<file path="config.mk">
export PLATFORM = sky130hd
export DESIGN_NAME = xpfr_ctrl
export DESIGN_NICKNAME = d
export VERILOG_FILES = /design/src/sv/xpfr_pkg.sv /design/src/sv/xpfr_ctrl.sv
export SDC_FILE = /design/constraint.sdc
export NUM_CORES = 1
export LEC_CHECK = 0
export BUFFER_PORTS_ARGS = -buffer_cell sky130_fd_sc_hd__buf_2
export CORE_ASPECT_RATIO = 1.4
export CORE_UTILIZATION = 30
export DETAILED_ROUTE_END_ITERATION = 10
export GPL_ROUTABILITY_DRIVEN = 0
export PLACE_DENSITY_LB_ADDON = 0.2
export SLEW_MARGIN = 20
export SYNTH_ARGS = -nofsm -noshare
export SYNTH_HDL_FRONTEND = slang
export SYNTH_SLANG_ARGS = --single-unit
export TNS_END_PERCENT = 1
</file>
<file path="constraint.sdc">
create_clock -name clk -period 5.8 [get_ports clk]
set_input_delay 1.74 -clock clk [delete_from_list [all_inputs] [get_ports clk]]
set_output_delay 1.74 -clock clk [all_outputs]
set_load 0.01 [all_outputs]
</file>
<file path="src/sv/xpfr_pkg.sv">
// shared types, constants and helpers for the xor parity fec frame recovery core
// no dependencies; imported by every module of the block

package xpfr_pkg;

	localparam int WINDOW        = 1024;
	localparam int FRAME_W       = $clog2(WINDOW);
	localparam int PAYLOAD_WORDS = 20;
	localparam int WIDX_W        = 5;
	localparam int WL_DEPTH      = 64;
	localparam int WL_AW         = $clog2(WL_DEPTH);
	localparam int MAX_RESULTS   = 64;
	localparam int RES_AW        = $clog2(MAX_RESULTS);
	localparam int CNT_W         = RES_AW + 1;
	localparam int COPY_MAX      = 7;
	localparam int PARITY_MIN    = 8;
	localparam int PARITY_MAX    = 13;
	localparam int SPREAD_OFFSET = 6;
	localparam int PROBE_SPAN    = 7;
	localparam int FST_DEPTH     = WINDOW * PAYLOAD_WORDS;
	localparam int FST_AW        = $clog2(FST_DEPTH);

	typedef enum logic [1:0] {
		CMD_LOAD   = 2'd0,
		CMD_COMMIT = 2'd1,
		CMD_READ   = 2'd2,
		CMD_RSVD   = 2'd3
	} cmd_t;

	typedef struct packed {
		logic [1:0]  command;
		logic [31:0] packet_seq;
		logic [7:0]  packet_flags;
		logic        has_primary;
		logic        has_aux;
		logic [4:0]  word_index;
		logic [63:0] primary_word;
		logic [63:0] aux_word;
	} in_req_t;

	typedef struct packed {
		logic         result_kind;
		logic [9:0]   frame_number;
		logic [63:0]  data_word;
		logic         last_result;
		logic         recovery_truncated;
	} out_res_t;

	typedef enum logic [4:0] {
		OP_NONE,
		OP_CLEAR,
		OP_CAPTURE,
		OP_RD_ISSUE,
		OP_KN_SEQ,
		OP_KN_AUX,
		OP_TGT_PRIM,
		OP_TGT_AUX,
		OP_COPY,
		OP_ACCEPT,
		OP_ACCEPT_DEC,
		OP_PAR_SEQ,
		OP_IDX_CLR,
		OP_PWR,
		OP_PAR_SET,
		OP_PROBE,
		OP_KN_A,
		OP_KN_B,
		OP_PAR_CLR,
		OP_OVF,
		OP_DEC_SETUP,
		OP_DEC_RD,
		OP_DEC_WR,
		OP_NEXT_K,
		OP_POP,
		OP_LOAD_F,
		OP_EM_RD,
		OP_EM_NEXT
	} dp_op_t;

	typedef struct packed {
		logic clr_last;
		logic prim_ok;
		logic copy_ok;
		logic par_ok;
		logic kn_rd;
		logic pend;
		logic probe_ok;
		logic kn_eq;
		logic kn_a;
		logic res_full;
		logic idx_last;
		logic k_last;
		logic casc;
		logic sp_zero;
		logic ovf;
		logic res_zero;
		logic em_last;
	} dp_status_t;

	function automatic logic [FST_AW-1:0] word_addr(input logic [FRAME_W-1:0] f,
		input logic [WIDX_W-1:0] i);
		word_addr = FST_AW'(f) * FST_AW'(PAYLOAD_WORDS) + FST_AW'(i);
	endfunction

endpackage

</file>
<file path="src/sv/xpfr_ctrl.sv">
// controller state machine: sequences commits, recovery cascade, reads and result output
// depends on xpfr_pkg; drives xpfr_datapath through operation codes

module xpfr_ctrl (
	input  logic                 clk,
	input  logic                 arst_n,
	input  logic                 req_valid,
	input  logic [1:0]           req_cmd,
	output logic                 req_stall,
	input  logic                 out_free,
	output logic                 out_load,
	input  xpfr_pkg::dp_status_t st,
	output xpfr_pkg::dp_op_t     op
);
	import xpfr_pkg::*;

	typedef enum logic [4:0] {
		S_CLR, S_IDLE, S_RD_ISSUE, S_RD_OUT, S_P_CHK, S_P_TST, S_COPY, S_ACC,
		S_A_CHK, S_A_TST, S_Q_TST, S_PWR, S_PSET, S_PROBE, S_KN_A, S_KN_B,
		S_DECIDE, S_DEC_RD, S_DEC_WR, S_NEXT, S_CASC, S_POP, S_EM_RD, S_EM_OUT
	} state_t;

	typedef enum logic [1:0] {
		R_AUX, R_CASC, R_NEXT
	} ret_t;

	state_t state_q, state_d;
	ret_t   ret_q, ret_d;

	always_comb begin
		state_d   = state_q;
		ret_d     = ret_q;
		op        = OP_NONE;
		req_stall = 1'b1;
		out_load  = 1'b0;
		case (state_q)
			S_CLR: begin
				op = OP_CLEAR;
				if (st.clr_last)
					state_d = S_IDLE;
			end
			S_IDLE: begin
				req_stall = 1'b0;
				if (req_valid) begin
					op = OP_CAPTURE;
					case (req_cmd)
						CMD_COMMIT: state_d = S_P_CHK;
						CMD_READ:   state_d = S_RD_ISSUE;
						default:    state_d = S_IDLE;
					endcase
				end
			end
			S_RD_ISSUE: begin
				op      = OP_RD_ISSUE;
				state_d = S_RD_OUT;
			end
			S_RD_OUT: begin
				if (out_free) begin
					out_load = 1'b1;
					state_d  = S_IDLE;
				end
			end
			S_P_CHK: begin
				if (st.prim_ok) begin
					op      = OP_KN_SEQ;
					state_d = S_P_TST;
				end else begin
					state_d = S_A_CHK;
				end
			end
			S_P_TST: begin
				if (!st.kn_rd) begin
					op      = OP_TGT_PRIM;
					ret_d   = R_AUX;
					state_d = S_COPY;
				end else begin
					state_d = S_A_CHK;
				end
			end
			S_COPY: begin
				op = OP_COPY;
				if (st.idx_last)
					state_d = S_ACC;
			end
			S_ACC: begin
				case (ret_q)
					R_AUX: begin
						op      = OP_ACCEPT;
						state_d = S_A_CHK;
					end
					R_CASC: begin
						op      = OP_ACCEPT;
						state_d = S_CASC;
					end
					default: begin
						op      = OP_ACCEPT_DEC;
						state_d = S_NEXT;
					end
				endcase
			end
			S_A_CHK: begin
				if (st.copy_ok) begin
					op      = OP_KN_AUX;
					state_d = S_A_TST;
				end else if (st.par_ok) begin
					op      = OP_PAR_SEQ;
					state_d = S_Q_TST;
				end else begin
					state_d = S_CASC;
				end
			end
			S_A_TST: begin
				if (!st.kn_rd) begin
					op      = OP_TGT_AUX;
					ret_d   = R_CASC;
					state_d = S_COPY;
				end else begin
					state_d = S_CASC;
				end
			end
			S_Q_TST: begin
				if (!st.pend) begin
					op      = OP_IDX_CLR;
					state_d = S_PWR;
				end else begin
					state_d = S_CASC;
				end
			end
			S_PWR: begin
				op = OP_PWR;
				if (st.idx_last)
					state_d = S_PSET;
			end
			S_PSET: begin
				op      = OP_PAR_SET;
				state_d = S_PROBE;
			end
			S_PROBE: begin
				if (st.probe_ok) begin
					op      = OP_PROBE;
					state_d = S_KN_A;
				end else begin
					state_d = S_NEXT;
				end
			end
			S_KN_A: begin
				if (st.pend) begin
					op      = OP_KN_A;
					state_d = S_KN_B;
				end else begin
					state_d = S_NEXT;
				end
			end
			S_KN_B: begin
				op      = OP_KN_B;
				state_d = S_DECIDE;
			end
			S_DECIDE: begin
				if (st.kn_eq) begin
					if (st.kn_a)
						op = OP_PAR_CLR;
					state_d = S_NEXT;
				end else if (st.res_full) begin
					op      = OP_OVF;
					state_d = S_NEXT;
				end else begin
					op      = OP_DEC_SETUP;
					ret_d   = R_NEXT;
					state_d = S_DEC_RD;
				end
			end
			S_DEC_RD: begin
				op      = OP_DEC_RD;
				state_d = S_DEC_WR;
			end
			S_DEC_WR: begin
				op      = OP_DEC_WR;
				state_d = st.idx_last ? S_ACC : S_DEC_RD;
			end
			S_NEXT: begin
				if (st.casc && !st.k_last) begin
					op      = OP_NEXT_K;
					state_d = S_PROBE;
				end else begin
					state_d = S_CASC;
				end
			end
			S_CASC: begin
				if (!st.sp_zero && !st.ovf) begin
					op      = OP_POP;
					state_d = S_POP;
				end else if (st.res_zero) begin
					state_d = S_IDLE;
				end else begin
					state_d = S_EM_RD;
				end
			end
			S_POP: begin
				op      = OP_LOAD_F;
				state_d = S_PROBE;
			end
			S_EM_RD: begin
				op      = OP_EM_RD;
				state_d = S_EM_OUT;
			end
			S_EM_OUT: begin
				if (out_free) begin
					out_load = 1'b1;
					op       = OP_EM_NEXT;
					state_d  = st.em_last ? S_IDLE : S_EM_RD;
				end
			end
			default: state_d = S_IDLE;
		endcase
	end

	always_ff @(posedge clk or negedge arst_n) begin
		if (!arst_n) begin
			state_q <= S_CLR;
			ret_q   <= R_AUX;
		end else begin
			state_q <= state_d;
			ret_q   <= ret_d;
		end
	end

endmodule

</file>
==> results of run 1 <==
-- worst max-delay path by stage --
stage,startpoint,end,slack [ps],depth (start not counted)
CTS,st[5],op[4],1310,7
global placement,st[5],op[4],1310,7
detailed placement,st[5],op[4],1310,7
floorplan,st[7],op[0],1690,4
global route,st[5],op[4],1230,7
finish,st[5],op[4],1280,7
-- routing by layer --
metal / routed length [um] / up-vias / track usage, %
li1: - / 798 / -
met1: 1970 / 803 / 27.7
met2: 2420 / 106 / 35.0
met3: 380 / 18 / 1.57
met4: 186 / 0 / 9.29
met5: 0 / - / 0
-- layout by cell type, fill, tap and decap left out, types with 3 or more instances in the layout --
master / count
and3_1: 3
inv_1: 10
nand4_1: 4
a21oi_1: 11
clkbuf_8: 3
nor2_1: 15
nor2b_1: 5
a31oi_1: 3
or3b_2: 3
nand2_1: 15
o22ai_1: 5
nor3_1: 12
nand2b_1: 7
a311oi_1: 4
a211oi_1: 3
a41oi_1: 3
mux2i_1: 3
dfrtp_1: 7
a21o_1: 4
nand3b_1: 4
o32ai_1: 3
buf_2: 29
nand3_1: 8
o21ai_0: 12
-- power by group --
| part | internal [mW] | switching, mW | total [mW] |
|---|---|---|---|
| combinational | 0.175 | 0.253 | 0.428 |
| sequential | 0.0638 | 0.0950 | 0.159 |
| clock | 0.0474 | 0.0200 | 0.0675 |
| total | 0.286 | 0.368 | 0.655 |
-- area by class of cell --
type / count / area, um^2 / share of cell area, %
clock buffers: 4 / 45.0 / 2.92
well taps: 60 / 75.1 / 4.87
multi-input cells: 164 / 1040 / 67.7
flip-flops and latches: 7 / 175 / 11.4
inverters: 11 / 41.3 / 2.68
repair buffers: 31 / 160 / 10.4
-- registers in the layout, summed over array words and instances (netlist names) --
register  flops
ret_q         2
state_q       5
-- worst reg2reg max path, cell delays in order (launching register included) --
cell and delay [ps]:
dfrtp_1 900, clkinv_1 530, a2111oi_0 750, a2111oi_2 100, nand3_1 110, a21o_1 140
-- per-stage QoR --
step	instances	instance area, um^2
2_1_floorplan	198	1350
4_1_cts	277	1540
3_5_place_dp	273	1500
3_3_place_gp	273	1500
5_1_grt	277	1540
6_report	277	1540
-- logic make-up after synthesis --
family	share of synthesized area, %
XOR/XNOR	0.647
flip-flops	12.9
AND/OR/NAND/NOR	37.8
buffers and inverters	9.98
AO/OA/AOI/OAI	34.6
adder cells (fa/ha/maj)	1.85
multiplexers	2.22
==> impl.org, run 1 <==
** Worst setup path
- Master of the slowest instance on the critical path :: nor2b_1
- On the worst path, the slowest cell contributes a delay of 250 ps.
- STA puts the critical path data required time at 4060 ps.
- STA classifies the critical path endpoint as an output pin.
- Crit path buffers/inverters :: 2
- Critical path data arrival time :: 2780 ps
- The number of cells on the worst reg-to-reg path is 5.
- Register-to-register setup slack :: 3210 ps
- Crit path cell chain :: buf_2 > nor2b_1 > nor2_1 > nor2_1 > o21ai_0 > o311ai_0 > buf_2
- The worst register-to-register path begins at state_q[1].
- Along the worst path, the maximum fanout reaches 3.
- Setup Crit Path Kind :: primary input to output pin
- STA classifies the critical path startpoint as a primary input.
- Among cell families on the critical path, the largest total delay comes from simple AND/OR/NAND/NOR gates.
- In this run the critical register-to-register path is captured at state_q[4].

** GRT
- Entering global routing, the biggest net connects 31 pins.
- For this run, the total global-route usage over all layers was measured as 21.1%.
- Leftover overflow at the end of global routing :: 0
- The initial antenna violation count came to 0.
- The first global-routing pass estimated 7880 um of wire.
- Vias in the first global route :: roughly 1.5k

** STA
- The routed design could run at a clock period as short as 4520 ps.
- Largest clock skew in the final design :: 5.07 ps
- The worst pin sits at a relative slew slack of a little over a third.
- The total count of hold-check failures in the final report came to 0.
- Slew of the pin with the lowest slew margin :: 978 ps
- Endpoints failing setup :: 0
- Setup slack of the critical path after layout :: about 1300 ps
- Worst hold slack :: 617 ps
- Fmax :: 221 MHz
- Post-route fraction of the period consumed by the critical path :: 77.9%
- The count of final max-slew check failures is 0.
- In the final timing run, aggregate negative setup slack is 0 ps.
- Setup repair after global routing left no endpoint under its margin.

** Place
- HPWL after detailed placement :: 3660 um
- Pre-CTS setup slack :: 1310 ps
- Buffers on Ports :: 29

** Job
- The tool flagged a number of max-cap violations equal to 0.

** Finish
- Once layout is complete, the utilization of the core stands at a little over a third.
- Filler cell count in the final layout :: 507
- Compared with the post-synthesis result, the final layout area differs by 13.8%.
- Of the cells placed in the final design, the portion with a size suffix greater than 1 is 19.4%.
- The number of antenna diodes in the final layout is 0.
- In the final design database the tool counted 243 nets.

** Synthesis
- Number of enable-type register cells in the synthesized netlist :: 0
- Sequential fraction of the synthesis area :: roughly 13%
- The commonest cells after synthesis are 15 x nand2_1, 15 x nor2_1, 12 x nor3_1, 12 x o21ai_0.
- The synthesized design contains 7 register bits.
- When the netlist entered floorplanning its net count stood at roughly 220.
- Synthesis produced a netlist whose cell count is 198.
- In this run the biggest area consumer among cell types represents 12.9% of the synthesized area.
- Primary FF master, synth :: dfrtp_1
- The synthesized design spends more area on one cell type than any other, namely dfrtp_1.
- Yosys printed 0 warnings.
- The synthesized netlist contains 57 unique library cells.
- Cell Area, Synth :: roughly 1400 um^2
- FFs w/ async S/R, synth :: 100%
- Average cell area after synthesis :: 6.84 um^2
- Most area-consuming cells after synthesis :: dfrtp_1 13%, nor3_1 4.4%, o21ai_0 4.4%

** Routing
- In the routed design, unresolved DRC markers number 0.
- Initial DRC count :: between 100 and 150
- Total iterations of the first detailed-routing run :: 5
- In this run the remaining antenna-violating nets after routing total 0.
- Total via count in the routed design :: 1725
- Total wire length after detailed routing :: 4960 um
- Detail-routed net length per standard cell :: roughly 18 um
- Vias per cell :: 6.23

** CTS
- Once the clock tree was built, the resizer swapped 0 gates to a different size.
- No sink is reached through more buffers than the 2 on the longest clock path.
- Sinks on Clock Net :: 7
- Root Buffer :: clkbuf_8
- CTS tree :: done
- Buffers inserted to repair hold after CTS numbered 0.
- Clock Latency Late Sink :: 230 ps
- Post-CTS Setup Inserts :: 0
- Clock-pin slew was measured on the worst setup and hold paths at 40 ps.
- CTS buffer count :: 3
- H-tree lvl count :: 1

** Power and ir drop
- For this design the static power due to leakage is roughly 0.63 nW.
- Overall power after layout :: 0.655 mW
- Maximum vdd drop :: 0.000148 V
- For this design the ratio of total power to cell area is about 430 nW/um^2.

** Worst hold path
- Endpoint of the worst hold path :: ret_q[1]
- The worst hold path was traced through 2 stages.
- The startpoint identified for the worst hold timing path is ret_q[1].
- Worst min path class :: register to register

** Floorplan
- The die is 58.8 um wide.
- 30 I/O pins were placed.
- The floorplan step defined a die boundary enclosing around 4800 um^2.
- Standard-cell row count :: 28
- Initial standard-cell utilization of the core :: 31.7%
- From bottom edge to top edge, the die measures 81.5 um.
- Core Box Area :: 4270 um^2

** Outcome
- Result of the run :: complete, no violations
(Power assumes the default switching activity.)
==> run 2: changes to the inputs <==
--- a/config.mk
+++ b/config.mk
@@ -5,6 +5,7 @@
 export SDC_FILE = /design/constraint.sdc
 export NUM_CORES = 1
 export LEC_CHECK = 0
+export ABC_AREA = 1
 export BUFFER_PORTS_ARGS = -buffer_cell sky130_fd_sc_hd__buf_2
 export CORE_ASPECT_RATIO = 1.4
 export CORE_UTILIZATION = 30
==> constraint.sdc (replaced) <==
create_clock -name clk -period 4.3 [get_ports clk]
set_input_delay 1.29 -clock clk [delete_from_list [all_inputs] [get_ports clk]]
set_output_delay 1.29 -clock clk [all_outputs]
set_load 0.01 [all_outputs]
==> run 2 against run 1 <==
- the flow now finishes with violations (DRC)
- global-route usage is 0.15 points higher
- die area is 3.8% lower
- via count is 3.5% higher
- worst hold slack worse by 14 ps
- clock power is 31% higher
- sequential power is 4% lower
- first-iteration DRC count is 23% lower
- largest cell class unchanged
==> impl.org, run 2 <==
** Power and ir drop
- Clock share of power :: 10.7% (was 10.3%)
- The power density over the cells was 544 nW/um^2 (was 425 nW/um^2).
- Combinational power share :: 70.8% (was 65.4%)
- The internal power consumption was 0.345 mW (was 0.286 mW).
- Sequential power share :: 18.5% (was 24.3%)
- Maximum vdd drop :: 0.000220 V (was 0.000148 V)
- The switching portion of total power was 58.3% (was 56.3%).
- The switching power summed over all nets was 0.482 mW (was 0.368 mW).
- Cell leakage power :: 1.02 nW (was 0.626 nW)
- The overall power of the completed layout came to 0.827 mW (was 0.655 mW).

** Finish
- Final nets :: 318 (was 243)
- Total area of sequential cells :: 175 um^2 (unchanged)
- Final std cell area, no fill :: 1520 um^2 (was 1540 um^2)
- The number of flip-flops under the largest register name is 5 (unchanged).
- The register bank with the most flops is state_q (unchanged).
- Antenna cell count :: 0 (unchanged)
- The synthesis-to-layout area growth came to 16.8% (was 13.8%).
- Multi-input logic area :: 963 um^2 (was 1040 um^2)
- Leading cell types in the layout, fill and taps excluded :: 88 x nand2_1, 55 x nor2_1, 34 x inv_1, 29 x buf_2, 27 x nand3_1 (was 29 x buf_2, 15 x nor2_1, 15 x nand2_1, 12 x o21ai_0, 12 x nor3_1)
- Most common cell after layout, fill and taps aside :: nand2_1 (was buf_2)
- Filler cell count in the final layout :: 494 (was 507)
- Top Registers :: state_q x5, ret_q x2 (unchanged)
- Fraction of final layout cells with drive strength greater than 1 :: 14.4% (was 19.4%)

** CTS
- H-tree lvl count :: 1 (unchanged)
- Root Buffer :: clkbuf_8 (unchanged)
- Maximum number of buffers from clock root to sink :: 2 (unchanged)
- Sinks on Clock Net :: 7 (unchanged)
- CTS buffer count :: 3 (unchanged)
- The hold buffer count at CTS is 0 (unchanged).
- CTS tree :: done (unchanged)
- Post-CTS Setup Inserts :: 0 (unchanged)
- The clock transition time at the flip-flop clock pins of the worst setup and hold paths came to 40 ps (about the same).
- Total of cells resized after clock tree synthesis :: 0 (unchanged)
- Clock Latency Late Sink :: 220 ps (was 230 ps)

** STA
- Sum of negative setup slack :: 0 ps (unchanged)
- The total of endpoints with negative setup slack in the final report is 0 (unchanged).
- For the finished layout, the period the worst path requires is 3840 ps.
- Unrepaired setup endpoints after global routing: no (unchanged).
- The total count of hold-check failures in the final report was 0 (unchanged).
- The final worst clock skew came to 1.73 ps (was 5.07 ps).
- Final slew viol count :: 0 (unchanged)
- The final critical-path setup slack was 458 ps (was 1280 ps).
- Fmax :: 260 MHz
- The final critical path takes up about nine tenths of the cycle.
- Slew of the pin with the lowest slew margin :: 562 ps (was 978 ps)
- The normalized max-slew margin is 62.4% (was 34.8%).

** Worst setup path
- The origin of the worst setup path was st[9] (was st[5]).
- Kind of cell adding the most delay to the critical path :: simple AND/OR/NAND/NOR gates (unchanged)
- Register-to-register setup slack :: 2430 ps (was 3210 ps)
- Setup Crit Path Kind :: primary input to output pin (unchanged)
- The endpoint of the worst-slack reg-to-reg timing path is state_q[4] (unchanged).
- The origin of the critical flop-to-flop path was state_q[2] (was state_q[1]).
- The slowest cell on the critical path is o21ai_0 (was nor2b_1).
- The critical path endpoint was op[1] (was op[4]).
- Kind of end point of the critical path :: output pin (unchanged)
- Crit path buffers/inverters :: 3 (was 2)
- Crit start category :: primary input (unchanged)
- Crit. path cell count :: 7 (unchanged)
- The worst reg-to-reg path cell count came to 8 (was 5).
- Crit path cell chain :: buf_2 > inv_1 > o21ai_0 > nor2_1 > nor3_1 > nand3_1 > buf_2 (was buf_2 > nor2b_1 > nor2_1 > nor2_1 > o21ai_0 > o311ai_0 > buf_2)
- The required time of the critical path is 3010 ps (was 4060 ps).
- The peak per-stage delay on the critical path was 340 ps (was 250 ps).
- The critical path data arrival time is 2550 ps (was 2780 ps).
- Highest net fanout along the worst path :: 2 (was 3)
- The most numerous cell type found on the critical path is buf_2.

** Floorplan
- The count of standard-cell rows was 28 (unchanged).
- Vertical extent of the die :: 79.9 um (was 81.5 um)
- The initial core utilization is 31.0% (was 31.7%).
- IO Pins :: 30 (unchanged)
- Core Box Area :: 4200 um^2 (was 4270 um^2)
- Die ar. :: 4610 um^2 (was 4790 um^2)
- The width of the chip is 57.7 um (was 58.8 um).

** Place
- The detailed placement HPWL came to 4080 um (was 3660 um).
- The pre-CTS setup slack is 585 ps (was 1310 ps).
- Cell area after placement :: 1480 um^2 (was 1500 um^2)
- The number of buffers inserted by port buffering came to 29 (unchanged).

** Worst hold path
- Hold depth :: 2 (unchanged)
- Worst min path class :: register to register (unchanged)

** Synthesis
- Cell Area, Synth :: 1300 um^2 (was 1350 um^2)
- Primary FF master, synth :: dfrtp_1 (unchanged)
- The total nets after synthesis is 288 (was 223).
- The async set-reset flop share out of synthesis was 100% (unchanged).
- The most common cell in the synthesized netlist is nand2_1.
- Number of enable-type register cells in the synthesized netlist :: 0 (unchanged)
- Post-synth top cells: 88 x nand2_1, 55 x nor2_1, 34 x inv_1, 27 x nand3_1, 10 x o21ai_0 (was 15 x nand2_1, 15 x nor2_1, 12 x nor3_1, 12 x o21ai_0).
- Register bit total from synthesis :: 7 (unchanged)
- Number of different library cells in the post-synthesis netlist :: 24 (was 57)
- Average cell area after synthesis :: 4.95 um^2 (was 6.84 um^2)
- The number of instances in the synthesized netlist came to 263 (was 198).
- The cell taking the most area after synthesis is nand2_1 (was dfrtp_1).
- Sequential fraction of the synthesis area :: 13.5% (was 12.9%)
- Most area-consuming cells after synthesis :: nand2_1 25%, nor2_1 16%, dfrtp_1 13% (was dfrtp_1 13%, nor3_1 4.4%, o21ai_0 4.4%)
- The total number of yosys warnings is 0 (unchanged).
- Area share of the largest cell type after synthesis :: 25.4% (was 12.9%)

** Outcome
- Violated checks :: DRC
- Result of the run: finished, violations left (was complete, no violations).

** GRT
- Leftover overflow at the end of global routing :: 0 (unchanged)
- Maximum number of pins on one net before global-route repair :: 12 (was 31)
- Antenna violations before repair :: 0 (unchanged)
- First-pass GRT wire length :: 7360 um (was 7880 um)
- Overall routing resource usage :: 21.3% (was 21.1%)
- Vias in the first global route :: 1620 (was 1494)

** Routing
- Total wire length after detailed routing :: 4850 um (was 4960 um)
- Detail-routed net length per standard cell :: 14.4 um (was 17.9 um)
- The number of vias after detailed routing came to 1785 (was 1725).
- The number of violations reported at the end of detailed-routing iteration 0 was 100 (was 130).
- DRC viols :: 1 (was 0)
- Total iterations of the first detailed-routing run :: 8 (was 5)
- Residual antenna-violating net count after detailed routing :: 0 (unchanged)
- The ratio of routed vias to standard cells is 5.30 (was 6.23).

** Job
- The max-capacitance violation count came to 0 (unchanged).
-- run 2: cell count changes in the layout (fill, tap and decap cells not counted), sizes merged, moves of 4 or more --
cell	previous run	this run
nor3	12	7
inv	10	36
a21oi	11	2
nor2	15	61
o22ai	5	1
nor2b	5	0
nand2	16	89
a311oi	4	0
nand2b	7	0
or3b	4	0
nand3	8	28
a21o	4	0
-- run 2: final cells by class --
cell class              count  share of cell area [%]
multi-input cells         216                    63.4
flip-flops and latches      7                    11.5
repair buffers             29                    9.55
inverters                  36                    8.89
well taps                  45                    3.70
clock buffers               4                    2.96
-- run 2: metal layers --
layer,track usage (%),part of all wire [%],wire (um),vias up
li1,-,-,-,891
met1,23.1,38,1860,787
met2,38.1,51,2480,81
met3,0.972,4.3,207,26
met4,16.0,6.3,304,0
met5,0,0,0,-
-- run 2: worst reg2reg max path, cell delays in order (launching register included) --
cell and delay [ps]:
dfrtp_1 430, nor2_1 480, nand2_1 200, a21oi_1 220, nand2_1 90, nand3_2 110
inv_1 90, o21ai_1 80, nand2_1 60
-- run 2: how the worst min path moves through the flow --
stage               start         end
2_1_floorplan  state_q[2]  state_q[2]
3_3_place_gp   state_q[2]  state_q[2]
3_5_place_dp   state_q[2]  state_q[2]
4_1_cts        state_q[2]  state_q[2]
5_1_grt        state_q[2]  state_q[2]
6_report       state_q[2]  state_q[2]
-- run 2: power by group through the flow --
stage	combinational, mW	sequential [mW]	clock [mW]
global route	0.647	0.158	0.0934
detailed placement	0.569	0.151	0
global placement	0.578	0.151	0
finish	0.585	0.153	0.0881
floorplan	0.444	0.111	0
CTS	0.571	0.151	0.0912
-- run 2: cell families after synthesis --
logic type      share of synthesized area, %
simple gates                            63.8
buf+inv                                 12.5
compound gates                          8.27
flops                                   13.5
fa+ha+maj                               1.92
-- run 2: through the flow --
step	utilization (%)	instances	hold WS (ps)
floorplan	-	263	528
global placement	35.1	333	598
detailed placement	35.1	333	587
CTS	36.2	337	601
global route	36.2	337	643
finish	36.2	337	604
